--- src/rtl/dhcp_pkg.sv ---
// Shared types, constants and a helper function of the DHCP request classifier.
`timescale 1ns / 1ps

package dhcp_pkg;

  // Message layout.
  localparam int OPTION_AREA_BYTES_DEFAULT = 312;
  localparam int HEADER_BYTES = 240;
  localparam int XID_FIRST = 4;
  localparam int XID_END = 8;
  localparam int CHADDR_HIGH_FIRST = 28;
  localparam int CHADDR_LOW_FIRST = 36;
  localparam int CHADDR_END = 44;
  localparam int COOKIE_FIRST = 236;

  // Field codes.
  localparam logic [31:0] MAGIC_COOKIE = 32'h6382_5363;
  localparam logic [7:0] OPT_MSG_TYPE = 8'd53;
  localparam logic [7:0] OPT_END = 8'hFF;
  localparam logic [7:0] OPT_PAD = 8'h00;
  localparam logic [7:0] OP_REQUEST = 8'd1;
  localparam logic [7:0] MSG_DISCOVER = 8'd1;
  localparam logic [7:0] MSG_REQUEST = 8'd3;
  localparam logic [7:0] TYPE_LEN = 8'd1;

  typedef enum logic [2:0] {
    STATUS_OFFER       = 3'd0,
    STATUS_ACK         = 3'd1,
    STATUS_TOO_SHORT   = 3'd2,
    STATUS_NOT_REQUEST = 3'd3,
    STATUS_BAD_COOKIE  = 3'd4,
    STATUS_UNSUPPORTED = 3'd5
  } dhcp_status_t;

  // Option walker phases, one-hot.
  typedef enum logic [3:0] {
    PH_CODE  = 4'b0001,
    PH_LEN   = 4'b0010,
    PH_SKIP  = 4'b0100,
    PH_VALUE = 4'b1000
  } opt_phase_t;

  // One byte handed from the input register to the parser.
  typedef struct packed {
    logic       valid;
    logic [7:0] data;
    logic       last;
  } dhcp_step_t;

  // One classification result.
  typedef struct packed {
    dhcp_status_t status;
    logic [31:0]  xid;
    logic [63:0]  chaddr_high;
    logic [63:0]  chaddr_low;
  } dhcp_result_t;

  // Expected cookie byte for a position within the four cookie bytes.
  function automatic logic [7:0] cookie_byte(input logic [1:0] idx);
    logic [7:0] b;
    unique case (idx)
      2'd0: b = MAGIC_COOKIE[31:24];
      2'd1: b = MAGIC_COOKIE[23:16];
      2'd2: b = MAGIC_COOKIE[15:8];
      default: b = MAGIC_COOKIE[7:0];
    endcase
    return b;
  endfunction

endpackage

--- src/rtl/dhcp_in_if.sv ---
// Byte stream channel carrying the DHCP payload into the classifier.
`timescale 1ns / 1ps

interface dhcp_in_if;
  logic       valid;
  logic       ready;
  logic [7:0] data_byte;
  logic       last_byte;

  modport source (output valid, output data_byte, output last_byte, input ready);
  modport sink (input valid, input data_byte, input last_byte, output ready);
endinterface

--- src/rtl/dhcp_out_if.sv ---
// Result channel carrying one classification status per message.
`timescale 1ns / 1ps

interface dhcp_out_if;
  logic        valid;
  logic        ready;
  logic [2:0]  status;
  logic [31:0] transaction_id;
  logic [63:0] client_addr_high;
  logic [63:0] client_addr_low;

  modport source (
    output valid, output status, output transaction_id,
    output client_addr_high, output client_addr_low, input ready
  );
  modport sink (
    input valid, input status, input transaction_id,
    input client_addr_high, input client_addr_low, output ready
  );
endinterface

--- src/rtl/dhcp_parser.sv ---
// Header field capture, cookie check and option walk for one message.
`timescale 1ns / 1ps

module dhcp_parser #(
  parameter int OPTION_AREA_BYTES = dhcp_pkg::OPTION_AREA_BYTES_DEFAULT
) (
  input  logic                  clk,
  input  logic                  rst,
  input  dhcp_pkg::dhcp_step_t  step,
  output dhcp_pkg::dhcp_result_t result
);

  localparam int MSG_LIMIT = dhcp_pkg::HEADER_BYTES + OPTION_AREA_BYTES;
  localparam int POS_W = $clog2(MSG_LIMIT + 1);

  localparam logic [POS_W-1:0] LIMIT_POS = POS_W'(MSG_LIMIT);
  localparam logic [POS_W-1:0] HEADER_POS = POS_W'(dhcp_pkg::HEADER_BYTES);
  localparam logic [POS_W-1:0] XID_FIRST_POS = POS_W'(dhcp_pkg::XID_FIRST);
  localparam logic [POS_W-1:0] XID_END_POS = POS_W'(dhcp_pkg::XID_END);
  localparam logic [POS_W-1:0] HI_FIRST_POS = POS_W'(dhcp_pkg::CHADDR_HIGH_FIRST);
  localparam logic [POS_W-1:0] LO_FIRST_POS = POS_W'(dhcp_pkg::CHADDR_LOW_FIRST);
  localparam logic [POS_W-1:0] HW_END_POS = POS_W'(dhcp_pkg::CHADDR_END);
  localparam logic [POS_W-1:0] COOKIE_POS = POS_W'(dhcp_pkg::COOKIE_FIRST);

  logic [POS_W-1:0]     byte_position, byte_position_next, pos_upd;
  logic                 op_is_request, op_is_request_next, op_upd;
  logic                 cookie_matches, cookie_matches_next, cookie_upd;
  logic [31:0]          xid_shift, xid_shift_next, xid_upd;
  logic [63:0]          hw_high, hw_high_next, hw_high_upd;
  logic [63:0]          hw_low, hw_low_next, hw_low_upd;
  dhcp_pkg::opt_phase_t option_phase, option_phase_next, phase_upd;
  logic [7:0]           option_code_seen, option_code_seen_next, code_upd;
  logic [8:0]           skip_remaining, skip_remaining_next, skip_upd;
  logic [7:0]           found_type, found_type_next, type_upd;
  logic                 walk_done, walk_done_next, done_upd;
  logic [8:0]           skip_dec;
  logic [7:0]           b;

  assign b = step.data;
  assign skip_dec = skip_remaining - 9'd1;

  // State update for the byte that is consumed this cycle.
  always_comb begin
    pos_upd     = byte_position;
    op_upd      = op_is_request;
    cookie_upd  = cookie_matches;
    xid_upd     = xid_shift;
    hw_high_upd = hw_high;
    hw_low_upd  = hw_low;
    phase_upd   = option_phase;
    code_upd    = option_code_seen;
    skip_upd    = skip_remaining;
    type_upd    = found_type;
    done_upd    = walk_done;
    if (step.valid && (byte_position < LIMIT_POS)) begin
      pos_upd = byte_position + POS_W'(1);
      if (byte_position == '0) begin
        op_upd = (b == dhcp_pkg::OP_REQUEST);
      end else if ((byte_position >= XID_FIRST_POS) && (byte_position < XID_END_POS)) begin
        xid_upd = {xid_shift[23:0], b};
      end else if ((byte_position >= HI_FIRST_POS) && (byte_position < LO_FIRST_POS)) begin
        hw_high_upd = {hw_high[55:0], b};
      end else if ((byte_position >= LO_FIRST_POS) && (byte_position < HW_END_POS)) begin
        hw_low_upd = {hw_low[55:0], b};
      end else if ((byte_position >= COOKIE_POS) && (byte_position < HEADER_POS)) begin
        if (b != dhcp_pkg::cookie_byte(byte_position[1:0])) begin
          cookie_upd = 1'b0;
        end
      end else if ((byte_position >= HEADER_POS) && !walk_done) begin
        // Option walk: pad is skipped, end stops, a message-type value is captured, others skip by length.
        unique case (option_phase)
          dhcp_pkg::PH_CODE: begin
            if (b == dhcp_pkg::OPT_END) begin
              done_upd = 1'b1;
            end else if (b != dhcp_pkg::OPT_PAD) begin
              code_upd  = b;
              phase_upd = dhcp_pkg::PH_LEN;
            end
          end
          dhcp_pkg::PH_LEN: begin
            if ((option_code_seen == dhcp_pkg::OPT_MSG_TYPE) && (b == dhcp_pkg::TYPE_LEN)) begin
              phase_upd = dhcp_pkg::PH_VALUE;
            end else if (b == 8'd0) begin
              phase_upd = dhcp_pkg::PH_CODE;
            end else begin
              skip_upd  = {1'b0, b};
              phase_upd = dhcp_pkg::PH_SKIP;
            end
          end
          dhcp_pkg::PH_SKIP: begin
            skip_upd = skip_dec;
            if (skip_dec == 9'd0) begin
              phase_upd = dhcp_pkg::PH_CODE;
            end
          end
          dhcp_pkg::PH_VALUE: begin
            type_upd = b;
            done_upd = 1'b1;
          end
          default: begin
            phase_upd = dhcp_pkg::PH_CODE;
          end
        endcase
      end
    end
  end

  // Classification of the message as it stands after this byte.
  always_comb begin
    if (pos_upd < HEADER_POS) begin
      result.status = dhcp_pkg::STATUS_TOO_SHORT;
    end else if (!op_upd) begin
      result.status = dhcp_pkg::STATUS_NOT_REQUEST;
    end else if (!cookie_upd) begin
      result.status = dhcp_pkg::STATUS_BAD_COOKIE;
    end else if (type_upd == dhcp_pkg::MSG_DISCOVER) begin
      result.status = dhcp_pkg::STATUS_OFFER;
    end else if (type_upd == dhcp_pkg::MSG_REQUEST) begin
      result.status = dhcp_pkg::STATUS_ACK;
    end else begin
      result.status = dhcp_pkg::STATUS_UNSUPPORTED;
    end
    result.xid         = xid_upd;
    result.chaddr_high = hw_high_upd;
    result.chaddr_low  = hw_low_upd;
  end

  // The last byte of a message returns every field to its reset value.
  always_comb begin
    if (step.valid && step.last) begin
      byte_position_next    = '0;
      op_is_request_next    = 1'b0;
      cookie_matches_next   = 1'b1;
      xid_shift_next        = '0;
      hw_high_next          = '0;
      hw_low_next           = '0;
      option_phase_next     = dhcp_pkg::PH_CODE;
      option_code_seen_next = '0;
      skip_remaining_next   = '0;
      found_type_next       = '0;
      walk_done_next        = 1'b0;
    end else begin
      byte_position_next    = pos_upd;
      op_is_request_next    = op_upd;
      cookie_matches_next   = cookie_upd;
      xid_shift_next        = xid_upd;
      hw_high_next          = hw_high_upd;
      hw_low_next           = hw_low_upd;
      option_phase_next     = phase_upd;
      option_code_seen_next = code_upd;
      skip_remaining_next   = skip_upd;
      found_type_next       = type_upd;
      walk_done_next        = done_upd;
    end
  end

  always_ff @(posedge clk) begin
    if (rst) begin
      byte_position    <= '0;
      op_is_request    <= 1'b0;
      cookie_matches   <= 1'b1;
      xid_shift        <= '0;
      hw_high          <= '0;
      hw_low           <= '0;
      option_phase     <= dhcp_pkg::PH_CODE;
      option_code_seen <= '0;
      skip_remaining   <= '0;
      found_type       <= '0;
      walk_done        <= 1'b0;
    end else begin
      byte_position    <= byte_position_next;
      op_is_request    <= op_is_request_next;
      cookie_matches   <= cookie_matches_next;
      xid_shift        <= xid_shift_next;
      hw_high          <= hw_high_next;
      hw_low           <= hw_low_next;
      option_phase     <= option_phase_next;
      option_code_seen <= option_code_seen_next;
      skip_remaining   <= skip_remaining_next;
      found_type       <= found_type_next;
      walk_done        <= walk_done_next;
    end
  end

  // The position never runs past the message limit.
  a_pos_limit: assert property (@(posedge clk) disable iff (rst)
    byte_position <= LIMIT_POS)
    else $error("byte position beyond message limit");

  // While skipping an option body the remaining count is never zero.
  a_skip_nonzero: assert property (@(posedge clk) disable iff (rst)
    (option_phase == dhcp_pkg::PH_SKIP) |-> (skip_remaining != 9'd0))
    else $error("skip phase with zero bytes left");

  // A finished walk holds until the message ends.
  a_walk_hold: assert property (@(posedge clk) disable iff (rst)
    (walk_done && !(step.valid && step.last)) |=> walk_done)
    else $error("option walk restarted inside a message");

endmodule

--- src/rtl/dhcp_out_reg.sv ---
// Result register that holds a classification until the sink takes it.
`timescale 1ns / 1ps

module dhcp_out_reg (
  input  logic                   clk,
  input  logic                   rst,
  input  logic                   load,
  input  dhcp_pkg::dhcp_result_t load_data,
  input  logic                   ready,
  output logic                   valid,
  output dhcp_pkg::dhcp_result_t data
);

  logic valid_next;

  // A load replaces the held item; the sink clears it otherwise.
  always_comb begin
    valid_next = valid;
    if (load) begin
      valid_next = 1'b1;
    end else if (ready) begin
      valid_next = 1'b0;
    end
  end

  always_ff @(posedge clk) begin
    if (rst) begin
      valid <= 1'b0;
    end else begin
      valid <= valid_next;
    end
  end

  always_ff @(posedge clk) begin
    if (load) begin
      data <= load_data;
    end
  end

  // A load never overwrites an item that the sink has not taken.
  a_no_overwrite: assert property (@(posedge clk) disable iff (rst)
    load |-> (!valid || ready))
    else $error("result overwritten before it was taken");

  // A loaded item is shown in the next cycle.
  a_load_shows: assert property (@(posedge clk) disable iff (rst)
    load |=> valid)
    else $error("loaded result not valid");

  // A held item changes only through a new load.
  a_hold: assert property (@(posedge clk) disable iff (rst)
    (valid && !ready && !load) |=> (valid && $stable(data)))
    else $error("held result changed");

endmodule

--- src/rtl/dhcp_request_classifier.sv ---
// Top level of the DHCP request classifier: input register, parser and result register.
// Path: each byte is held in the input register; a consumed last byte loads its result
// into the result register, and a last byte waits while an earlier result is untaken.
// Throughput: one byte per cycle; the input stalls only when a last byte meets
// a result register whose item the sink has not yet taken.
// Reset: synchronous rst clears both valid flags and all parser state.
`timescale 1ns / 1ps

module dhcp_request_classifier #(
  parameter int OPTION_AREA_BYTES = dhcp_pkg::OPTION_AREA_BYTES_DEFAULT
) (
  input logic        clk,
  input logic        rst,
  dhcp_in_if.sink    msg,
  dhcp_out_if.source res
);

  logic                   in_valid, in_valid_next;
  logic [7:0]             in_data;
  logic                   in_last;
  logic                   consume;
  logic                   take;
  dhcp_pkg::dhcp_step_t   step;
  dhcp_pkg::dhcp_result_t result;
  dhcp_pkg::dhcp_result_t held;

  // The held byte moves on unless it ends a message and the result slot is busy.
  assign consume = in_valid && (!in_last || !res.valid || res.ready);
  assign msg.ready = !in_valid || consume;
  assign take = msg.valid && msg.ready;

  always_comb begin
    in_valid_next = in_valid;
    if (take) begin
      in_valid_next = 1'b1;
    end else if (consume) begin
      in_valid_next = 1'b0;
    end
  end

  always_ff @(posedge clk) begin
    if (rst) begin
      in_valid <= 1'b0;
    end else begin
      in_valid <= in_valid_next;
    end
  end

  always_ff @(posedge clk) begin
    if (take) begin
      in_data <= msg.data_byte;
      in_last <= msg.last_byte;
    end
  end

  assign step.valid = consume;
  assign step.data  = in_data;
  assign step.last  = in_last;

  dhcp_parser #(
    .OPTION_AREA_BYTES(OPTION_AREA_BYTES)
  ) u_parser (
    .clk    (clk),
    .rst    (rst),
    .step   (step),
    .result (result)
  );

  dhcp_out_reg u_out_reg (
    .clk       (clk),
    .rst       (rst),
    .load      (consume && in_last),
    .load_data (result),
    .ready     (res.ready),
    .valid     (res.valid),
    .data      (held)
  );

  assign res.status           = held.status;
  assign res.transaction_id   = held.xid;
  assign res.client_addr_high = held.chaddr_high;
  assign res.client_addr_low  = held.chaddr_low;

  // A byte inside a message never blocks the input.
  a_mid_flows: assert property (@(posedge clk) disable iff (rst)
    (in_valid && !in_last) |-> msg.ready)
    else $error("input stalled on a byte inside a message");

  // A last byte waits while the sink holds off a pending result.
  a_last_waits: assert property (@(posedge clk) disable iff (rst)
    (in_valid && in_last && res.valid && !res.ready) |=> in_valid)
    else $error("last byte dropped while result slot busy");

  // A consumed last byte yields a result in the next cycle.
  a_result_follows: assert property (@(posedge clk) disable iff (rst)
    (consume && in_last) |=> res.valid)
    else $error("no result after last byte");

  // Only defined status codes are shown.
  a_status_range: assert property (@(posedge clk) disable iff (rst)
    res.valid |-> (res.status <= 3'(dhcp_pkg::STATUS_UNSUPPORTED)))
    else $error("undefined status code");

endmodule
--- src/flat_wrapper.sv ---
// flat-port wrapper written by rule: the top's interface ports become plain ports
module dhcp_request_classifier_flat 
#(
  parameter int OPTION_AREA_BYTES = dhcp_pkg::OPTION_AREA_BYTES_DEFAULT
)
  (clk, rst, msg_valid, msg_data_byte, msg_last_byte, msg_ready, res_valid, res_status, res_transaction_id, res_client_addr_high, res_client_addr_low, res_ready);
  dhcp_in_if msg_i ();
  dhcp_out_if res_i ();
  input logic clk;
  input logic rst;
  input wire logic [$bits(msg_i.valid)-1:0] msg_valid;
  input wire logic [$bits(msg_i.data_byte)-1:0] msg_data_byte;
  input wire logic [$bits(msg_i.last_byte)-1:0] msg_last_byte;
  output wire logic [$bits(msg_i.ready)-1:0] msg_ready;
  output wire logic [$bits(res_i.valid)-1:0] res_valid;
  output wire logic [$bits(res_i.status)-1:0] res_status;
  output wire logic [$bits(res_i.transaction_id)-1:0] res_transaction_id;
  output wire logic [$bits(res_i.client_addr_high)-1:0] res_client_addr_high;
  output wire logic [$bits(res_i.client_addr_low)-1:0] res_client_addr_low;
  input wire logic [$bits(res_i.ready)-1:0] res_ready;
  assign msg_i.valid = msg_valid;
  assign msg_i.data_byte = msg_data_byte;
  assign msg_i.last_byte = msg_last_byte;
  assign msg_ready = msg_i.ready;
  assign res_valid = res_i.valid;
  assign res_status = res_i.status;
  assign res_transaction_id = res_i.transaction_id;
  assign res_client_addr_high = res_i.client_addr_high;
  assign res_client_addr_low = res_i.client_addr_low;
  assign res_i.ready = res_ready;
  dhcp_request_classifier #(.OPTION_AREA_BYTES(OPTION_AREA_BYTES)) u_core (.clk(clk), .rst(rst), .msg(msg_i), .res(res_i));
endmodule
--- config.mk ---
export PLATFORM = sky130hd
export DESIGN_NAME = dhcp_request_classifier_flat
export DESIGN_NICKNAME = d
export VERILOG_FILES = /design/src/rtl/dhcp_pkg.sv /design/src/rtl/dhcp_in_if.sv /design/src/rtl/dhcp_out_if.sv /design/src/rtl/dhcp_parser.sv /design/src/rtl/dhcp_out_reg.sv /design/src/rtl/dhcp_request_classifier.sv /design/src/flat_wrapper.sv
export SDC_FILE = /design/constraint.sdc
export NUM_CORES = 1
export LEC_CHECK = 0
export BUFFER_PORTS_ARGS = -buffer_cell sky130_fd_sc_hd__buf_2
export CAP_MARGIN = 40
export CORE_ASPECT_RATIO = 2
export CORE_MARGIN = 3
export CORE_UTILIZATION = 52
export CTS_BUF_LIST = sky130_fd_sc_hd__clkbuf_8 sky130_fd_sc_hd__clkbuf_16
export CTS_CLUSTER_SIZE = 12
export DETAILED_ROUTE_END_ITERATION = 8
export GPL_ROUTABILITY_DRIVEN = 0
export PLACE_DENSITY = 0.76
export SYNTH_ARGS = -nofsm -noshare
export SYNTH_HDL_FRONTEND = slang
export SYNTH_SLANG_ARGS = --single-unit
--- constraint.sdc ---
create_clock -name clk -period 12.9 [get_ports clk]
set_input_delay 3.87 -clock clk [delete_from_list [all_inputs] [get_ports clk]]
set_output_delay 3.87 -clock clk [all_outputs]
set_load 0.02 [all_outputs]
==> results of run 1 <==
## layout make-up
type                    count  area [um^2]
multi-input cells         570         4417
fillers                  2086        10170
repair buffers            185        970.9
clock inverters            28        161.4
flip-flops and latches    376         9249
inverters                   8        30.03
well taps                 344        430.4
clock buffers              39        953.4
## kinds of logic (layout without fill, tap and decap cells)
logic type / count (synthesis) / in the layout / synth area share (%)
multiplexers: 176 / 176 / 14.09
XOR/XNOR: 12 / 12 / 0.7549
AO/OA/AOI/OAI: 68 / 68 / 3.154
buffers and inverters: 67 / 260 / 2.049
AND/OR/NAND/NOR: 308 / 308 / 12.99
adder cells (fa/ha/maj): 6 / 6 / 0.5391
flip-flops: 376 / 376 / 66.42
## synth_stat cells, drive strengths merged, types with 5 or more instances
cell,n
nor2,48
xnor2,9
nand2,30
and2,163
buf,26
inv,8
nor3,11
nor4,6
nand4,5
o21ai,20
mux2,160
or4,5
ha,6
dfxtp,204
nand3b,5
clkbuf,33
a21oi,19
mux2i,16
nand3,9
edfxtp,172
## layer usage
| metal | GRT usage [%] | wire, um |
|---|---|---|
| met2 | 36.83 | 15700 |
| met4 | 7.752 | 941 |
| met5 | 0 | 0 |
| met1 | 20.84 | 10390 |
| met3 | 3.667 | 1196 |
## worst min path at each step
stage	from	endpoint	slack, ns	depth (start not counted)
after floorplan	u_core.u_parser.walk_done$_SDFFE_PP0P_	u_core.u_parser.walk_done$_SDFFE_PP0P_	0.43	2
after global placement	u_core.u_parser.walk_done$_SDFFE_PP0P_	u_core.u_parser.walk_done$_SDFFE_PP0P_	0.44	2
after detailed placement	u_core.u_parser.walk_done$_SDFFE_PP0P_	u_core.u_parser.walk_done$_SDFFE_PP0P_	0.44	2
after CTS	u_core.u_parser.walk_done$_SDFFE_PP0P_	u_core.u_parser.walk_done$_SDFFE_PP0P_	0.46	2
after global routing	u_core.u_parser.skip_remaining[1]$_SDFFE_PP0P_	u_core.u_parser.skip_remaining[1]$_SDFFE_PP0P_	0.50	2
final	u_core.u_parser.walk_done$_SDFFE_PP0P_	u_core.u_parser.walk_done$_SDFFE_PP0P_	0.46	2
## state kept, by name, summed over array words and instances, names as in the netlist, 9 cells and up
name,cells
u_core.u_parser.byte_position,10
u_core.u_parser.hw_low,64
u_core.u_parser.skip_remaining,9
u_core.u_parser.xid_shift,32
u_core.u_parser.hw_high,64
u_core.u_out_reg.data,163
## per-stage QoR
stage	power, uW	hold WS, ns
after floorplan	1345	0.4278
after global placement	1373	0.4445
after detailed placement	1374	0.4449
after CTS	2350	0.4606
after global routing	2401	0.4962
final	2320	0.4627
## worst min-delay path, delay by kind of cell (launching register included)
family          cells  cell delay, ns
simple gates        1            0.07
compound gates      1            0.04
flops               1            0.32
## power by group through the flow
stage | combinational, uW | clock [uW] | sequential (uW)
after floorplan | 24.1 | 0 | 1320
after global placement | 71.7 | 0 | 1300
after detailed placement | 72.7 | 0 | 1300
after CTS | 72.6 | 1000 | 1280
after global routing | 76.7 | 1050 | 1280
final | 71.2 | 973 | 1280
==> impl_results.md, run 1 <==
- Cell Chain, Critical Path: buf_2 > nor2b_1 > nand3_1 > buf_2
- Initial drt markers: ~420
- First-pass DRT Iterations: 5
- Worst path depth: 4
- Final core occ: ~61%
- Maximum clock path buffer count: 3
- Post-place setup slack: between 4 and 5 ns
- Most common cell after layout, fill and taps aside: dfxtp_1
- Vias/cell: between 5 and 6
- FP Rows: 84
- Drt wl/cell: roughly 18 um
- Synth top area cells: edfxtp_1 (37%), dfxtp_1 (29%), mux2_2 (13%)
- First-pass GRT wire length: about 44000 um
- PwrDens: ~140 nW/um^2
- CTS Buf Count: 37
- CP bufs+invs: 2
- Postcts setup bufs: 0
- Worst-path clk slew: 0.06 ns
- Die area: slightly below 30000 um^2
- Synth-to-layout area growth: 16.43%
- Grt ovf: 0
- FF-to-FF End: u_core.u_parser.xid_shift[26]$_SDFF_PP0_
- GRT Total Usage: roughly a fifth
- Net count after synthesis: roughly 1000
- Unrepaired setup endpoints after global routing: false
- Critical path type: primary input to primary output
- DRT antenna net count: 0
- Post-Syn Instances: just over 1000
- Number of synthesis warnings: 0
- Crit path max fanout: 4
- Type of the worst min-delay path: register to register
- Crit share post-route: 65.93%
- DRC violations left: 0
- HPWL after DPL: ~18000 um
- Most frequent CP cell: buf_2
- Fmax: 117.6 MHz
- TNS Setup: 0 ns
- Root Buffer: clkbuf_16
- # IOs: between 150 and 200
- Asr flop ratio synth: 0%
- Via count: between 8000 and 9000
- Vias in the first global route: roughly 8300
- Switching pwr: a little over 500 uW
- Slowest-stage cell, CP: nor2b_1
- Sequential area share after synthesis: about two thirds
- N_diodes: 0
- Cell Int Power: 1818 uW
- Initial Util: 52.78%
- Comb pwr share: 3.1%
- Worst path top cell family by delay: simple AND/OR/NAND/NOR gates
- Cell area after synthesis: 13920 um^2
- Min cycle time layout: 8.505 ns
- Headroom to the max-slew limit: a little over a quarter
- Die W: about 120 um
- Fin Clk Skew: 0.01907 ns
- CP Capture Type: primary output
- # resized after CTS: 0
- Sequential fraction of design power: 55.0%
- Critical path required time: approximately 9 ns
- P_leak: ~0.0062 uW
- Initial antenna violation count: 0
- FF-to-FF path depth: 7
- Worst VDD drop: ~0.00012 V
- Core Box Area: 26380 um^2
- Hold Buf Count CTS: 0
- Setup ws final: between 4 and 5 ns
- Largest net degree at the start of global routing: approximately 170
- Post-synth EDFFs: 172
- Worst Path Arrival: ~4.6 ns
- H-tree levels: 2
- Routed WL: between 20000 and 30000 um
- Setup slack, reg-to-reg: 10.14 ns
- Non-filler instance count after layout: between 1500 and 2000
- Fin area: roughly 16000 um^2
- Clock power frac: 42.0%
- Crit path launch type: primary input
- Main flop type after synthesis: dfxtp_1
- Max-cap violation count: 0
- Worst-Margin Slew: approximately 1.1 ns
- Final nets: 1197
- Post-synthesis cell type count: 60
- Syn avg cell area: 13.75 um^2
- Crit. Startpoint: res_ready
- Top cell type's share of synthesized area: between 30% and 40%
- CP peak stage delay: between 0.3 and 0.4 ns
- Slew Limit Fails: 0
- Number of synthesized register bits: approximately 380
- Die Height: ~240 um
- Placed cell count: ~1500
- Commonest non-fill, non-tap cells in the layout: dfxtp_1 (204), buf_2 (177), edfxtp_1 (172)
- Worst Setup EP: msg_ready
- Worst skew pair latency: about 0.55 ns
- Port Buffers: 177
- Layout cells sized above 1: about a third
- Reg2Reg Launch Point: u_core.u_out_reg.valid$_SDFFE_PP0P_
- Status: finished, final reports clean
- Sw frac: a little over a fifth
- CTS tree: yes
- CTS sink cnt: roughly 380
- Final hold vios: 0
- Final setup viols: 0
- DP Area: between 15000 and 20000 um^2
- Dominant cell type by area after synthesis: edfxtp_1
No activity file was read; power rests on OpenSTA's default activity.
==> inputs of run 2 (changes only) <==
==> constraint.sdc (replaced) <==
create_clock -name clk -period 6.8 [get_ports clk]
set_input_delay 2.04 -clock clk [delete_from_list [all_inputs] [get_ports clk]]
set_output_delay 2.04 -clock clk [all_outputs]
set_load 0.02 [all_outputs]
==> impl_results.md, run 2 (synthesis results as in run 1) <==
- Status: finished, final reports clean
- Crit share post-route: 71.61%
- Hold Buf Count CTS: 0 (unchanged)
- # resized after CTS: 0 (unchanged)
- Grt ovf: 0 (unchanged)
- P_leak: 0.006225 uW (about the same)
- Maximum clock path buffer count: 3 (unchanged)
- Worst-Margin Slew: 0.8710 ns (-0.2276 ns)
- Setup ws final: 1.931 ns (-2.464 ns)
- Critical path required time: 4.76 ns (-4.27 ns)
- Final nets: 1199 (+0.17%)
- Routed WL: 28080 um (-0.50%)
- CTS tree: yes
- Worst Path Arrival: 2.83 ns (-1.81 ns)
- Vias in the first global route: 8514 (+2.3%)
- Worst VDD drop: 0.0001828 V (+51%)
- H-tree levels: 2 (unchanged)
- HPWL after DPL: 18880 um (+2.7%)
- Fmax: 205.4 MHz
- Worst skew pair latency: 0.54 ns (about the same)
- Worst-path clk slew: 0.06 ns (about the same)
- Top reg by flops: u_core.u_out_reg.data
- Post-place setup slack: 1.942 ns (-2.469 ns)
- Final hold vios: 0 (unchanged)
- N_diodes: 0 (unchanged)
- Postcts setup bufs: 0 (unchanged)
- Root Buffer: clkbuf_16
- Die Height: 237.4 um (unchanged)
- Critical path type: primary input to primary output
- Headroom to the max-slew limit: 41.94% (+15 points)
- Min cycle time layout: a little under 5 ns
- Initial antenna violation count: 0 (unchanged)
- Port Buffers: 177 (unchanged)
- First-pass GRT wire length: 43740 um (-0.25%)
- Final setup viols: 0 (unchanged)
- Largest regs: u_core.u_out_reg.data: 163 flops, u_core.u_parser.hw_high: 64 flops, u_core.u_parser.hw_low: 64 flops
- Crit path max fanout: 4 (unchanged)
- First-pass DRT Iterations: 5 (unchanged)
- CP Capture Type: primary output
- Initial drt markers: 398 (-5.9%)
- Filler cells: 2050 (-1.7%)
- Type of the worst min-delay path: register to register
- Layout cells sized above 1: 33.75% (+0.17 points)
- Largest net degree at the start of global routing: 74 (-55%)
- Fin Clk Skew: 0.02085 ns (+0.001779 ns)
- Drt wl/cell: 18.12 um (-0.50%)
- DRT antenna net count: 0 (unchanged)
- Slew Limit Fails: 0 (unchanged)
- Fin area: 16200 um^2 (about the same)
- GRT Total Usage: 19.37% (-0.097 points)
- Die area: 28900 um^2 (unchanged)
- PwrDens: 270.1 nW/um^2 (+89%)
- DP Area: 15120 um^2 (+0.13%)
- # IOs: 178 (unchanged)
- Crit path launch type: primary input
- Largest register FFs: 163 (unchanged)
- Via count: 8218 (+0.48%)
- Die W: 121.7 um (unchanged)
- Most common cell after layout, fill and taps aside: dfxtp_1
- Synth-to-layout area growth: 16.34% (about the same)
- FP Rows: 84 (unchanged)
- Max-cap violation count: 0 (unchanged)
- Commonest non-fill, non-tap cells in the layout: dfxtp_1 (204), buf_2 (178), edfxtp_1 (172)
- WHS: 0.4773 ns (+0.01455 ns)
- Unrepaired setup endpoints after global routing: false
- TNS Setup: 0 ns (unchanged)
- Core Box Area: 26380 um^2 (unchanged)
- CTS sink cnt: 376 (unchanged)
- Vias/cell: 5.302 (+0.48%)
- DRC violations left: 0 (unchanged)
- Initial Util: 52.78% (unchanged)
- CTS Buf Count: 37 (unchanged)
==> run 2: changes by cell type in the layout (fill, tap and decap cells not counted) <==
cell,delta
buf_12,-1
buf_16,+1
buf_2,+1
buf_4,+1
clkinv_16,-1
clkinv_8,+1
inv_1,-2
inv_16,-1
inv_6,+1
==> run 2: layer usage <==
| metal | wire length, um | track usage (%) | vias up |
|---|---|---|---|
| met4 | 891 | 7.480 | 0 |
| met1 | 10050 | 19.81 | 4013 |
| met5 | 0 | 0 | - |
| met3 | 1467 | 4.310 | 62 |
| met2 | 15680 | 37.26 | 209 |
| li1 | - | - | 3934 |
==> run 2: metrics by stage <==
stage	std cells	utilization [%]	total power [uW]
detailed placement	1485	57.30	2606
global placement	1481	57.08	2603
CTS	1550	61.41	4429
global route	1550	61.41	4523
floorplan	1013	-	2544
finish	1550	61.41	4375
==> run 2: power by group <==
group	leakage, uW	switching, uW	total [uW]	internal [uW]
logic	0.00254	101	135	34.4
clock network	0.000610	810	1820	1010
registers	0.00308	25.8	2420	2390
total	0.00622	937	4370	3440
==> run 2: critical path, cell delays in order <==
cell     delay [ns]
buf_2          0.11
nor2b_1        0.32
nand3_1        0.17
buf_2          0.20
==> run 2: path summary, 6_finish.rpt <==
check                                                  from                                              to  slack [ns]  cells past startpoint
max                                               res_ready                                       msg_ready        1.93                      4
min          u_core.u_parser.skip_remaining[1]$_SDFFE_PP0P_  u_core.u_parser.skip_remaining[1]$_SDFFE_PP0P_        0.48                      2
max reg2reg                        u_core.in_last$_DFFE_PP_            u_core.u_out_reg.data[117]$_DFFE_PP_        3.82                      6
min reg2reg  u_core.u_parser.skip_remaining[1]$_SDFFE_PP0P_  u_core.u_parser.skip_remaining[1]$_SDFFE_PP0P_        0.48                      2
==> run 2: layout make-up <==
cell class / count / area, um^2 / share of cell area [%]
inverters: 8 / 30.03 / 0.1854
clock inverters: 26 / 128.9 / 0.7956
repair buffers: 187 / 991.0 / 6.117
well taps: 344 / 430.4 / 2.657
clock buffers: 39 / 953.4 / 5.886
multi-input cells: 570 / 4417 / 27.27
flip-flops and latches: 376 / 9249 / 57.09
